**config.mk**
```make
export PLATFORM = sky130hd
export DESIGN_NAME = adaptive_temperature_rmsd_tracker_unit_flat
export DESIGN_NICKNAME = d
export VERILOG_FILES = /design/src/hw/rtl/atrt_pkg.sv /design/src/hw/rtl/atrt_req_if.sv /design/src/hw/rtl/atrt_rsp_if.sv /design/src/hw/rtl/atrt_cfg_if.sv /design/src/hw/rtl/adaptive_temperature_rmsd_tracker_unit.sv /design/src/flat_wrapper.sv
export SDC_FILE = /design/constraint.sdc
export NUM_CORES = 2
export LEC_CHECK = 0
export BUFFER_PORTS_ARGS = -buffer_cell sky130_fd_sc_hd__buf_2
export CAP_MARGIN = 20
export CELL_PAD_IN_SITES_DETAIL_PLACEMENT = 0
export CELL_PAD_IN_SITES_GLOBAL_PLACEMENT = 1
export CORE_MARGIN = 2
export CORE_UTILIZATION = 40
export DETAILED_ROUTE_END_ITERATION = 10
export GPL_ROUTABILITY_DRIVEN = 0
export HOLD_SLACK_MARGIN = 0.15
export MAX_ROUTING_LAYER = met4
export PLACE_DENSITY_LB_ADDON = 0.1
export SYNTH_ARGS = -nofsm -noshare
export SYNTH_HDL_FRONTEND = slang
export SYNTH_SLANG_ARGS = --single-unit
```
**constraint.sdc**
```tcl
create_clock -name clk -period 14.7 [get_ports clk]
set_input_delay 0.735 -clock clk [delete_from_list [all_inputs] [get_ports clk]]
set_output_delay 0.735 -clock clk [all_outputs]
set_load 0.01 [all_outputs]
```
**src/hw/rtl/atrt_pkg.sv**
```systemverilog
`timescale 1ns / 1ps
`default_nettype none

package atrt_pkg;

    // Fixed field widths
    localparam int TEMP_W  = 32;
    localparam int DEV_W   = 24;
    localparam int FRAC_W  = 16;
    localparam int CNT_W   = 16;
    localparam int TICK_W  = 32;
    localparam int STAGE_W = 8;
    localparam int SUM_W   = 64;
    localparam int STAT_W  = 2;
    localparam int CIDX_W  = 3;

    typedef logic [TEMP_W-1:0]  temp_t;
    typedef logic [DEV_W-1:0]   dev_t;
    typedef logic [FRAC_W-1:0]  frac_t;
    typedef logic [CNT_W-1:0]   count_t;
    typedef logic [TICK_W-1:0]  tick_t;
    typedef logic [STAGE_W-1:0] stage_t;
    typedef logic [SUM_W-1:0]   sum_t;
    typedef logic [STAT_W-1:0]  status_t;

    // Command codes
    localparam logic CMD_START = 1'b0;
    localparam logic CMD_TICK  = 1'b1;

    // Result status codes
    localparam status_t STATUS_RUNNING   = 2'd0;
    localparam status_t STATUS_CONVERGED = 2'd1;
    localparam status_t STATUS_FAILED    = 2'd2;

    // Register indexes
    typedef enum logic [CIDX_W-1:0] {
        CFG_TARGET_DEV = 3'd0,
        CFG_TEMP_FLOOR = 3'd1,
        CFG_TEMP_CEIL  = 3'd2,
        CFG_INIT_STEP  = 3'd3,
        CFG_STEP_FACT  = 3'd4,
        CFG_TOLERANCE  = 3'd5,
        CFG_PASSES     = 3'd6,
        CFG_MAX_STEPS  = 3'd7
    } cfg_idx_t;

    // Register reset values
    localparam dev_t   RST_TARGET_DEV = 24'd32768;
    localparam temp_t  RST_TEMP_FLOOR = 32'd167772;
    localparam temp_t  RST_TEMP_CEIL  = 32'hFFFF_FFFF;
    localparam temp_t  RST_INIT_STEP  = 32'd336;
    localparam frac_t  RST_STEP_FACT  = 16'd20724;
    localparam frac_t  RST_TOLERANCE  = 16'd655;
    localparam count_t RST_PASSES     = 16'd400;
    localparam tick_t  RST_MAX_STEPS  = 32'd20000000;

    // Run state held between items
    typedef enum logic [1:0] {
        RUN_IDLE   = 2'd0,
        RUN_ACTIVE = 2'd1,
        RUN_CONV   = 2'd2,
        RUN_FAIL   = 2'd3
    } run_state_t;

    // Sequencer states
    typedef enum logic [3:0] {
        ST_IDLE,
        ST_UPDATE,
        ST_CHECK,
        ST_DIVLOAD,
        ST_DIVIDE,
        ST_TOLMUL,
        ST_COMPARE,
        ST_STEPMUL,
        ST_STEPSET,
        ST_EMIT
    } fsm_state_t;

    // Shared multiplier widths and divider step counter width
    localparam int MUL_A_W  = TEMP_W + 1;
    localparam int MUL_P_W  = MUL_A_W + FRAC_W;
    localparam int DIV_CNT_W = $clog2(SUM_W);

endpackage

`default_nettype wire

```
**src/hw/rtl/atrt_req_if.sv**
```systemverilog
`timescale 1ns / 1ps
`default_nettype none

interface atrt_req_if;
    logic                valid;
    logic                ready;
    logic                cmd;
    atrt_pkg::dev_t      deviation;
    atrt_pkg::temp_t     start_temp;

    modport source (output valid, cmd, deviation, start_temp, input ready);
    modport sink   (input valid, cmd, deviation, start_temp, output ready);
endinterface

`default_nettype wire

```
**src/hw/rtl/atrt_rsp_if.sv**
```systemverilog
`timescale 1ns / 1ps
`default_nettype none

interface atrt_rsp_if;
    logic                valid;
    logic                ready;
    atrt_pkg::temp_t     temperature;
    atrt_pkg::stage_t    stage_number;
    atrt_pkg::count_t    crossings;
    atrt_pkg::status_t   run_status;

    modport source (output valid, temperature, stage_number, crossings, run_status,
                    input ready);
    modport sink   (input valid, temperature, stage_number, crossings, run_status,
                    output ready);
endinterface

`default_nettype wire

```
**src/hw/rtl/atrt_cfg_if.sv**
```systemverilog
`timescale 1ns / 1ps
`default_nettype none

interface atrt_cfg_if;
    logic                          valid;
    logic                          ready;
    logic [atrt_pkg::CIDX_W-1:0]   index;
    logic [atrt_pkg::TEMP_W-1:0]   data;

    modport source (output valid, index, data, input ready);
    modport sink   (input valid, index, data, output ready);
endinterface

`default_nettype wire

```
**src/hw/rtl/adaptive_temperature_rmsd_tracker_unit.sv**
```systemverilog
`timescale 1ns / 1ps
`default_nettype none

// Adaptive temperature tracker.
// req: one beat per command. cmd start loads start_temp and notes the side of
//   the target deviation lies on; in an active run cmd tick moves temperature
//   one step against the deviation, clamps it, counts crossings, sums the stage.
// rsp: exactly one beat per req beat, in order: temperature, stage, crossings
//   and status (running, converged or failed).
// cfg: register writes, always ready; write only while the block is idle.
// Sequence: req is taken only when the sequencer is idle, so no new beat is
//   taken before the last one reaches emit. Every beat passes update and emit;
//   a tick in an active run also passes check. A tick that ends a stage with
//   enough crossings runs a 64-step restoring divider (one quotient bit a
//   cycle) for the stage average, then the shared 33x16 multiplier for the
//   tolerance product and, unless the run converges, for the step product.
// The result sits in an output register, so the next req beat is taken while
//   an earlier result waits; a stalled receiver holds the sequencer in its
//   last state only once a second result is ready.
// Reset: registers return to their defaults, the run is idle, no rsp pending.

module adaptive_temperature_rmsd_tracker_unit (
    input  wire logic           clk,
    input  wire logic           rst_n,
    atrt_req_if.sink            req,
    atrt_rsp_if.source          rsp,
    atrt_cfg_if.sink            cfg
);

    // Configuration registers
    atrt_pkg::dev_t    tgt_reg;
    atrt_pkg::temp_t   floor_reg;
    atrt_pkg::temp_t   ceil_reg;
    atrt_pkg::temp_t   init_step_reg;
    atrt_pkg::frac_t   factor_reg;
    atrt_pkg::frac_t   tol_reg;
    atrt_pkg::count_t  passes_reg;
    atrt_pkg::tick_t   max_steps_reg;

    // Run state
    atrt_pkg::temp_t      temp_reg,  temp_next;
    atrt_pkg::temp_t      step_reg,  step_next;
    logic                 above_reg, above_next;
    atrt_pkg::count_t     pass_reg,  pass_next;
    atrt_pkg::tick_t      tick_reg,  tick_next;
    atrt_pkg::stage_t     stage_reg, stage_next;
    atrt_pkg::sum_t       sum_reg,   sum_next;
    atrt_pkg::temp_t      prev_reg,  prev_next;
    atrt_pkg::run_state_t run_reg,   run_next;

    // Latched beat and working registers
    logic                 cmd_reg;
    atrt_pkg::dev_t       dev_reg;
    atrt_pkg::temp_t      start_reg;
    atrt_pkg::temp_t      rem_reg,  rem_next;
    atrt_pkg::sum_t       quo_reg,  quo_next;
    logic [atrt_pkg::DIV_CNT_W-1:0] cnt_reg, cnt_next;
    logic [atrt_pkg::MUL_P_W-1:0]   prod_reg, prod_next;

    // Sequencer
    atrt_pkg::fsm_state_t fsm_reg, fsm_next;

    // Output register
    logic                 out_valid_reg, out_valid_next;
    atrt_pkg::temp_t      out_temp_reg;
    atrt_pkg::stage_t     out_stage_reg;
    atrt_pkg::count_t     out_cross_reg;
    atrt_pkg::status_t    out_status_reg;

    // Control decoded from state
    logic                 accept;
    logic                 emit_fire;
    logic                 stage_end;
    logic                 div_last;

    // Datapath intermediates
    logic                          above_now;
    logic [atrt_pkg::TEMP_W+1:0]   t_raw;
    logic [atrt_pkg::TEMP_W+1:0]   floor_ext;
    logic [atrt_pkg::TEMP_W+1:0]   ceil_ext;
    logic [atrt_pkg::SUM_W:0]      sum_add;
    logic [atrt_pkg::TEMP_W:0]     trial;
    logic [atrt_pkg::TEMP_W:0]     trial_sub;
    logic                          trial_ge;
    atrt_pkg::temp_t               avg;
    atrt_pkg::temp_t               diff;
    logic [atrt_pkg::MUL_P_W-1:0]  lhs;
    logic [atrt_pkg::MUL_A_W-1:0]  mul_a;
    atrt_pkg::frac_t               mul_b;
    logic [atrt_pkg::MUL_P_W-1:0]  mul_p;
    atrt_pkg::status_t             status_now;

    assign accept    = req.valid && req.ready;
    assign stage_end = (pass_reg >= passes_reg) ||
                       ((max_steps_reg != '0) && (tick_reg >= max_steps_reg));
    assign div_last  = (cnt_reg == {atrt_pkg::DIV_CNT_W{1'b1}});
    assign avg       = quo_reg[atrt_pkg::TEMP_W-1:0];

    // Configuration writes
    assign cfg.ready = 1'b1;

    always_ff @(posedge clk or negedge rst_n)
    begin
        if (!rst_n)
        begin
            tgt_reg       <= atrt_pkg::RST_TARGET_DEV;
            floor_reg     <= atrt_pkg::RST_TEMP_FLOOR;
            ceil_reg      <= atrt_pkg::RST_TEMP_CEIL;
            init_step_reg <= atrt_pkg::RST_INIT_STEP;
            factor_reg    <= atrt_pkg::RST_STEP_FACT;
            tol_reg       <= atrt_pkg::RST_TOLERANCE;
            passes_reg    <= atrt_pkg::RST_PASSES;
            max_steps_reg <= atrt_pkg::RST_MAX_STEPS;
        end
        else if (cfg.valid)
        begin
            case (cfg.index)
                atrt_pkg::CFG_TARGET_DEV: tgt_reg       <= cfg.data[atrt_pkg::DEV_W-1:0];
                atrt_pkg::CFG_TEMP_FLOOR: floor_reg     <= cfg.data;
                atrt_pkg::CFG_TEMP_CEIL:  ceil_reg      <= cfg.data;
                atrt_pkg::CFG_INIT_STEP:  init_step_reg <= cfg.data;
                atrt_pkg::CFG_STEP_FACT:  factor_reg    <= cfg.data[atrt_pkg::FRAC_W-1:0];
                atrt_pkg::CFG_TOLERANCE:  tol_reg       <= cfg.data[atrt_pkg::FRAC_W-1:0];
                atrt_pkg::CFG_PASSES:     passes_reg    <= cfg.data[atrt_pkg::CNT_W-1:0];
                atrt_pkg::CFG_MAX_STEPS:  max_steps_reg <= cfg.data;
                default:                  tgt_reg       <= tgt_reg;
            endcase
        end
    end

    // Sequencer next state
    always_comb
    begin
        fsm_next = fsm_reg;
        case (fsm_reg)
            atrt_pkg::ST_IDLE:
                if (accept)
                    fsm_next = atrt_pkg::ST_UPDATE;
            atrt_pkg::ST_UPDATE:
                if (cmd_reg == atrt_pkg::CMD_TICK && run_reg == atrt_pkg::RUN_ACTIVE)
                    fsm_next = atrt_pkg::ST_CHECK;
                else
                    fsm_next = atrt_pkg::ST_EMIT;
            atrt_pkg::ST_CHECK:
                if (stage_end && pass_reg >= passes_reg)
                    fsm_next = atrt_pkg::ST_DIVLOAD;
                else
                    fsm_next = atrt_pkg::ST_EMIT;
            atrt_pkg::ST_DIVLOAD:
                fsm_next = atrt_pkg::ST_DIVIDE;
            atrt_pkg::ST_DIVIDE:
                if (div_last)
                    fsm_next = atrt_pkg::ST_TOLMUL;
            atrt_pkg::ST_TOLMUL:
                if (stage_reg == '0)
                    fsm_next = atrt_pkg::ST_STEPMUL;
                else
                    fsm_next = atrt_pkg::ST_COMPARE;
            atrt_pkg::ST_COMPARE:
                if (lhs < prod_reg)
                    fsm_next = atrt_pkg::ST_EMIT;
                else
                    fsm_next = atrt_pkg::ST_STEPMUL;
            atrt_pkg::ST_STEPMUL:
                fsm_next = atrt_pkg::ST_STEPSET;
            atrt_pkg::ST_STEPSET:
                fsm_next = atrt_pkg::ST_EMIT;
            atrt_pkg::ST_EMIT:
                if (emit_fire)
                    fsm_next = atrt_pkg::ST_IDLE;
            default:
                fsm_next = atrt_pkg::ST_IDLE;
        endcase
    end

    // Sequencer outputs
    always_comb
    begin
        req.ready      = (fsm_reg == atrt_pkg::ST_IDLE);
        emit_fire      = (fsm_reg == atrt_pkg::ST_EMIT) && (!out_valid_reg || rsp.ready);
        out_valid_next = out_valid_reg;
        if (emit_fire)
            out_valid_next = 1'b1;
        else if (rsp.ready)
            out_valid_next = 1'b0;
    end

    // Shared multiplier: tolerance * (avg + prev), then step * factor
    always_comb
    begin
        if (fsm_reg == atrt_pkg::ST_TOLMUL)
        begin
            mul_a = {1'b0, avg} + {1'b0, prev_reg};
            mul_b = tol_reg;
        end
        else
        begin
            mul_a = {1'b0, step_reg};
            mul_b = factor_reg;
        end
        mul_p = {{atrt_pkg::FRAC_W{1'b0}}, mul_a} * {{atrt_pkg::MUL_A_W{1'b0}}, mul_b};
    end

    // Tick arithmetic, divider step and tolerance compare
    always_comb
    begin
        above_now = dev_reg > tgt_reg;
        floor_ext = {2'b00, floor_reg};
        ceil_ext  = {2'b00, ceil_reg};
        if (above_now)
            t_raw = {2'b00, temp_reg} - {2'b00, step_reg};
        else
            t_raw = {2'b00, temp_reg} + {2'b00, step_reg};

        sum_add = {1'b0, sum_reg} + {{(atrt_pkg::SUM_W - atrt_pkg::TEMP_W + 1){1'b0}}, temp_reg};

        trial     = {rem_reg, quo_reg[atrt_pkg::SUM_W-1]};
        trial_sub = trial - {1'b0, tick_reg};
        trial_ge  = !trial_sub[atrt_pkg::TEMP_W];

        if (avg >= prev_reg)
            diff = avg - prev_reg;
        else
            diff = prev_reg - avg;
        lhs = {diff, 17'd0};
    end

    // Run state updates
    always_comb
    begin
        temp_next  = temp_reg;
        step_next  = step_reg;
        above_next = above_reg;
        pass_next  = pass_reg;
        tick_next  = tick_reg;
        stage_next = stage_reg;
        sum_next   = sum_reg;
        prev_next  = prev_reg;
        run_next   = run_reg;
        rem_next   = rem_reg;
        quo_next   = quo_reg;
        cnt_next   = cnt_reg;
        prod_next  = prod_reg;
        case (fsm_reg)
            atrt_pkg::ST_UPDATE:
                if (cmd_reg == atrt_pkg::CMD_START)
                begin
                    temp_next  = start_reg;
                    step_next  = init_step_reg;
                    above_next = above_now;
                    pass_next  = '0;
                    tick_next  = '0;
                    stage_next = '0;
                    sum_next   = '0;
                    prev_next  = '0;
                    run_next   = atrt_pkg::RUN_ACTIVE;
                end
                else if (run_reg == atrt_pkg::RUN_ACTIVE)
                begin
                    // crossing count, then clamp floor first and ceiling second
                    if (above_now != above_reg && pass_reg != '1)
                        pass_next = pass_reg + 1'b1;
                    above_next = above_now;
                    if ($signed(t_raw) < $signed(floor_ext))
                        temp_next = floor_reg;
                    else if ($signed(t_raw) > $signed(ceil_ext))
                        temp_next = ceil_reg;
                    else
                        temp_next = t_raw[atrt_pkg::TEMP_W-1:0];
                    if (tick_reg != '1)
                        tick_next = tick_reg + 1'b1;
                end
            atrt_pkg::ST_CHECK:
            begin
                if (sum_add[atrt_pkg::SUM_W])
                    sum_next = '1;
                else
                    sum_next = sum_add[atrt_pkg::SUM_W-1:0];
                if (stage_end && pass_reg < passes_reg)
                    run_next = atrt_pkg::RUN_FAIL;
            end
            atrt_pkg::ST_DIVLOAD:
            begin
                rem_next = '0;
                quo_next = sum_reg;
                cnt_next = '0;
            end
            atrt_pkg::ST_DIVIDE:
            begin
                // restoring division, one quotient bit per cycle
                rem_next = trial_ge ? trial_sub[atrt_pkg::TEMP_W-1:0]
                                    : trial[atrt_pkg::TEMP_W-1:0];
                quo_next = {quo_reg[atrt_pkg::SUM_W-2:0], trial_ge};
                cnt_next = cnt_reg + 1'b1;
            end
            atrt_pkg::ST_TOLMUL:
                prod_next = mul_p;
            atrt_pkg::ST_COMPARE:
                if (lhs < prod_reg)
                    run_next = atrt_pkg::RUN_CONV;
            atrt_pkg::ST_STEPMUL:
                prod_next = mul_p;
            atrt_pkg::ST_STEPSET:
            begin
                step_next = prod_reg[atrt_pkg::TEMP_W+15:16];
                prev_next = avg;
                if (stage_reg != '1)
                    stage_next = stage_reg + 1'b1;
                pass_next = '0;
                tick_next = '0;
                sum_next  = '0;
            end
            default:
                temp_next = temp_reg;
        endcase
    end

    // Status code for the result
    always_comb
    begin
        case (run_reg)
            atrt_pkg::RUN_CONV: status_now = atrt_pkg::STATUS_CONVERGED;
            atrt_pkg::RUN_FAIL: status_now = atrt_pkg::STATUS_FAILED;
            default:            status_now = atrt_pkg::STATUS_RUNNING;
        endcase
    end

    // Control and run state registers
    always_ff @(posedge clk or negedge rst_n)
    begin
        if (!rst_n)
        begin
            fsm_reg       <= atrt_pkg::ST_IDLE;
            out_valid_reg <= 1'b0;
            temp_reg      <= '0;
            step_reg      <= '0;
            above_reg     <= 1'b0;
            pass_reg      <= '0;
            tick_reg      <= '0;
            stage_reg     <= '0;
            sum_reg       <= '0;
            prev_reg      <= '0;
            run_reg       <= atrt_pkg::RUN_IDLE;
            cnt_reg       <= '0;
        end
        else
        begin
            fsm_reg       <= fsm_next;
            out_valid_reg <= out_valid_next;
            temp_reg      <= temp_next;
            step_reg      <= step_next;
            above_reg     <= above_next;
            pass_reg      <= pass_next;
            tick_reg      <= tick_next;
            stage_reg     <= stage_next;
            sum_reg       <= sum_next;
            prev_reg      <= prev_next;
            run_reg       <= run_next;
            cnt_reg       <= cnt_next;
        end
    end

    // Payload registers
    always_ff @(posedge clk)
    begin
        rem_reg  <= rem_next;
        quo_reg  <= quo_next;
        prod_reg <= prod_next;
        if (accept)
        begin
            cmd_reg   <= req.cmd;
            dev_reg   <= req.deviation;
            start_reg <= req.start_temp;
        end
        if (emit_fire)
        begin
            out_temp_reg   <= temp_reg;
            out_stage_reg  <= stage_reg;
            out_cross_reg  <= pass_reg;
            out_status_reg <= status_now;
        end
    end

    assign rsp.valid        = out_valid_reg;
    assign rsp.temperature  = out_temp_reg;
    assign rsp.stage_number = out_stage_reg;
    assign rsp.crossings    = out_cross_reg;
    assign rsp.run_status   = out_status_reg;

`ifndef NO_ASSERTIONS
    // an accepted beat starts the sequencer at once
    a_accept_starts: assert property (@(posedge clk) disable iff (!rst_n)
        accept |=> fsm_reg == atrt_pkg::ST_UPDATE)
        else $error("sequencer did not start after accepted beat");

    // divider partial remainder stays below the tick count
    a_div_rem: assert property (@(posedge clk) disable iff (!rst_n)
        fsm_reg == atrt_pkg::ST_DIVIDE |-> rem_reg < tick_reg)
        else $error("divider remainder out of range");

    // stage averaging only happens within an active run
    a_div_active: assert property (@(posedge clk) disable iff (!rst_n)
        fsm_reg == atrt_pkg::ST_DIVIDE |-> run_reg == atrt_pkg::RUN_ACTIVE)
        else $error("division outside an active run");

    // a new stage advances the index by one or holds it saturated
    a_stage_step: assert property (@(posedge clk) disable iff (!rst_n)
        fsm_reg == atrt_pkg::ST_STEPSET |=>
            (stage_reg == $past(stage_reg) + 8'd1) || (stage_reg == 8'hFF))
        else $error("stage index skipped");

    // a pending result is never overwritten while the receiver stalls
    a_no_overwrite: assert property (@(posedge clk) disable iff (!rst_n)
        fsm_reg == atrt_pkg::ST_EMIT && out_valid_reg && !rsp.ready |=>
            fsm_reg == atrt_pkg::ST_EMIT)
        else $error("result overwritten under stall");
`endif

endmodule

`default_nettype wire

```
**src/flat_wrapper.sv**
```systemverilog
// flat-port wrapper written by rule: the top's interface ports become plain ports
module adaptive_temperature_rmsd_tracker_unit_flat 
  (clk, rst_n, req_valid, req_cmd, req_deviation, req_start_temp, req_ready, rsp_valid, rsp_temperature, rsp_stage_number, rsp_crossings, rsp_run_status, rsp_ready, cfg_valid, cfg_index, cfg_data, cfg_ready);
  atrt_req_if req_i ();
  atrt_rsp_if rsp_i ();
  atrt_cfg_if cfg_i ();
  input  wire logic clk;
  input  wire logic rst_n;
  input wire logic [$bits(req_i.valid)-1:0] req_valid;
  input wire logic [$bits(req_i.cmd)-1:0] req_cmd;
  input wire logic [$bits(req_i.deviation)-1:0] req_deviation;
  input wire logic [$bits(req_i.start_temp)-1:0] req_start_temp;
  output wire logic [$bits(req_i.ready)-1:0] req_ready;
  output wire logic [$bits(rsp_i.valid)-1:0] rsp_valid;
  output wire logic [$bits(rsp_i.temperature)-1:0] rsp_temperature;
  output wire logic [$bits(rsp_i.stage_number)-1:0] rsp_stage_number;
  output wire logic [$bits(rsp_i.crossings)-1:0] rsp_crossings;
  output wire logic [$bits(rsp_i.run_status)-1:0] rsp_run_status;
  input wire logic [$bits(rsp_i.ready)-1:0] rsp_ready;
  input wire logic [$bits(cfg_i.valid)-1:0] cfg_valid;
  input wire logic [$bits(cfg_i.index)-1:0] cfg_index;
  input wire logic [$bits(cfg_i.data)-1:0] cfg_data;
  output wire logic [$bits(cfg_i.ready)-1:0] cfg_ready;
  assign req_i.valid = req_valid;
  assign req_i.cmd = req_cmd;
  assign req_i.deviation = req_deviation;
  assign req_i.start_temp = req_start_temp;
  assign req_ready = req_i.ready;
  assign rsp_valid = rsp_i.valid;
  assign rsp_temperature = rsp_i.temperature;
  assign rsp_stage_number = rsp_i.stage_number;
  assign rsp_crossings = rsp_i.crossings;
  assign rsp_run_status = rsp_i.run_status;
  assign rsp_i.ready = rsp_ready;
  assign cfg_i.valid = cfg_valid;
  assign cfg_i.index = cfg_index;
  assign cfg_i.data = cfg_data;
  assign cfg_ready = cfg_i.ready;
  adaptive_temperature_rmsd_tracker_unit u_core (.clk(clk), .rst_n(rst_n), .req(req_i), .rsp(rsp_i), .cfg(cfg_i));
endmodule
```
==> results.toml <==
[outcome]
status = "finished, final reports clean"

[grt]
grtUsageTotal_pct = 29.0
grt_max_degree = 94
grt_pass1_wl_mm = 321
gr-total-overflow = 0
antenna_found_initial = 22
grt_pass1_vias = 47951

[finish]
layout.nets = 7742
drive_gt1_share_pct = 10.4
syn_to_final_growth_pct = 11.3

[clock_tree]
cts_tree = "done"
cts_root_buf = "clkbuf_16"
cts_sinks = 690
clockBufferDepth = 3
cts.htree.levels = 3
post_cts_buffers = 0
ctsHoldBuffers = 33
clk_pin_slew_ns = 0.06
clock_latency_ns = 0.73
cts_buffers = 88
ctsResizeCount = 0

[logic_synthesis]
ys_seq_area_share_pct = 31.1
async_reset_ff_share_pct = 62.3
synth_flop_cell = "dfrtp_1"
ys_ff_latch = 690
syn_area_sq_um = 60100
yosysUniqueCellTypes = 93
synth-edff-count = 260
avgSynthCellArea_sq_um = 9.16
ys_warn_count = 0
syn_nets = 7611
syn_inst = 6559

[die]
io_pins = 158
rows = 142
core_sq_um = 149000
dieWidth_um = 391
initial_core_util_pct = 40.2
die_h_um = 391
die_area_sq_um = 153000

[placement]
port_buffers = 156
hpwl_mm = 164

[worst_setup_path]
r2r-end = "u_core.prod_reg[46]"
startpoint_type = "flip-flop"
rr_startpoint = "u_core.quo_reg[0]"
crit_slowest_cell = "nor2_1"
path_max_fanout = 11
critPathKind = "flip-flop to flip-flop"
worst-r2r-cell-count = 36
critPathMaxStageDelay_ns = 0.93
end_kind = "flip-flop"
cp_common_cell = "fa_1"
cp.required_ns = 15.15
crit_buf_inv = 4
critPathArrivalTime_ns = 11.17
rrSetupSlack_ns = 3.98
crit_family = "adder cells"

[route]
drc = 0
first_pass_iters = 6
drt_iter0_markers = 4072
vias_per_cell = 5.51
drt-total-wl_mm = 215
num_vias = 48452
ant_nets = 0
wire_per_inst_um = 24.5

[sta]
worst_pin_slew_ns = 1.15
max-slew-margin-rel_pct = 23.0
rsz0062_at_grt = "false"
clock_skew_ns = 0.0403
max_freq_mhz = 93.3
finalSetupViolations = 0
finalHoldViolCount = 0
period_share_pct = 72.9
slew_viol_final = 0
period_needed_ns = 10.72
tns_ns = 0

[flow_run]
cap_violations = 0

[min_path]
hp-start = "req_deviation[22]"
min_path_cells = 1
hold_class = "input pin to flip-flop"
min_to = "u_core.dev_reg[22]"
-- cell usage after synthesis (58+ instances only) --
cell | number | area share, %
nand4_1 | 67 | 0.70
nor3_1 | 92 | 0.77
a21oi_1 | 395 | 3.3
dfstp_2 | 70 | 3.1
xor2_1 | 58 | 0.85
mux2i_1 | 113 | 1.9
nand2_1 | 826 | 5.2
ha_1 | 516 | 11
edfxtp_1 | 260 | 13
o21ai_0 | 382 | 3.2
fa_1 | 439 | 15
nand3_1 | 85 | 0.71
o21bai_1 | 67 | 0.84
a31oi_1 | 69 | 0.72
nor2_1 | 509 | 3.2
dfrtp_1 | 360 | 15
xnor2_1 | 170 | 2.5
inv_1 | 860 | 5.4
a21o_1 | 138 | 1.7
mux2_2 | 127 | 2.4
clkbuf_1 | 214 | 1.3
-- logic make-up (layout without fill, tap and decap cells) --
family / Yosys count / after routing / synth area share, %
buffers and inverters: 1134 / 1339 / 7.25
XOR/XNOR: 228 / 228 / 3.33
multiplexers: 240 / 240 / 4.26
AO/OA/AOI/OAI: 1417 / 1417 / 14.7
AND/OR/NAND/NOR: 1894 / 1894 / 14.0
other: 1 / 9 / 0.00624
flip-flops: 690 / 690 / 31.1
adder cells (fa/ha/maj): 955 / 955 / 25.4
-- placed cells by master (no fill, tap or decap), types with 42 or more instances in the layout --
cell type	Yosys	routed
xnor2_1	170	169
fa_1	439	439
o21ai_0	382	381
dfrtp_1	360	360
o22ai_1	47	47
a21o_1	138	138
nand3_1	85	85
a211oi_1	45	45
dfstp_2	70	70
nor2_1	509	505
a31oi_1	69	68
mux2i_1	113	107
nand2b_1	51	51
nand2_1	826	823
inv_1	860	859
nor2b_1	48	48
ha_1	516	516
nand4_1	67	67
xor2_1	58	58
a21oi_1	395	392
buf_4	9	122
nor3_1	92	87
clkbuf_16	0	89
o21bai_1	67	67
buf_2	32	155
mux2_2	127	127
edfxtp_1	260	260
o21a_1	42	42
-- stage by stage --
stage                     instances  utilization [%]  hold slack [ns]  area, sq um  worst slack, ns
after global placement         8581             42.4            0.469        63300             4.26
final                          8788             44.7            0.203        66800             3.98
after detailed placement       8583             42.4            0.477        63400             4.16
after floorplan                6559                -            0.439        60100             5.66
after global routing           8782             44.7            0.161        66800             3.43
after CTS                      8780             44.7            0.150        66800             4.12
-- final cells by class --
class | count | area [sq um]
Timing Repair Buffer | 313 | 2080
Clock buffer | 124 | 2470
Clock inverter | 40 | 644
Sequential cell | 690 | 18700
Inverter | 862 | 3240
Fill cell | 14635 | 82600
Multi-Input combinational cell | 4735 | 37200
Antenna cell | 8 | 20.0
Tap cell | 2016 | 2520
-- worst max-delay path by stage --
| stage | start | end | cells after the start |
|---|---|---|---|
| floorplan | u_core.quo_reg[1] | u_core.prod_reg[46] | 36 |
| global placement | u_core.quo_reg[0] | u_core.prod_reg[46] | 36 |
| detailed placement | u_core.quo_reg[1] | u_core.prod_reg[46] | 35 |
| CTS | u_core.quo_reg[0] | u_core.prod_reg[46] | 36 |
| global route | u_core.quo_reg[0] | u_core.prod_reg[48] | 37 |
| finish | u_core.quo_reg[0] | u_core.prod_reg[46] | 36 |
-- per-layer routing --
layer	track usage [%]	wire length, um
met1	42.4	103000
met5	-	0
met2	42.4	93000
met3	4.21	13700
met4	6.61	5390
Power is left out: the tool's default activity adds up to more than one toggle a clock period on the data nets, which glitch-free logic cannot reach.
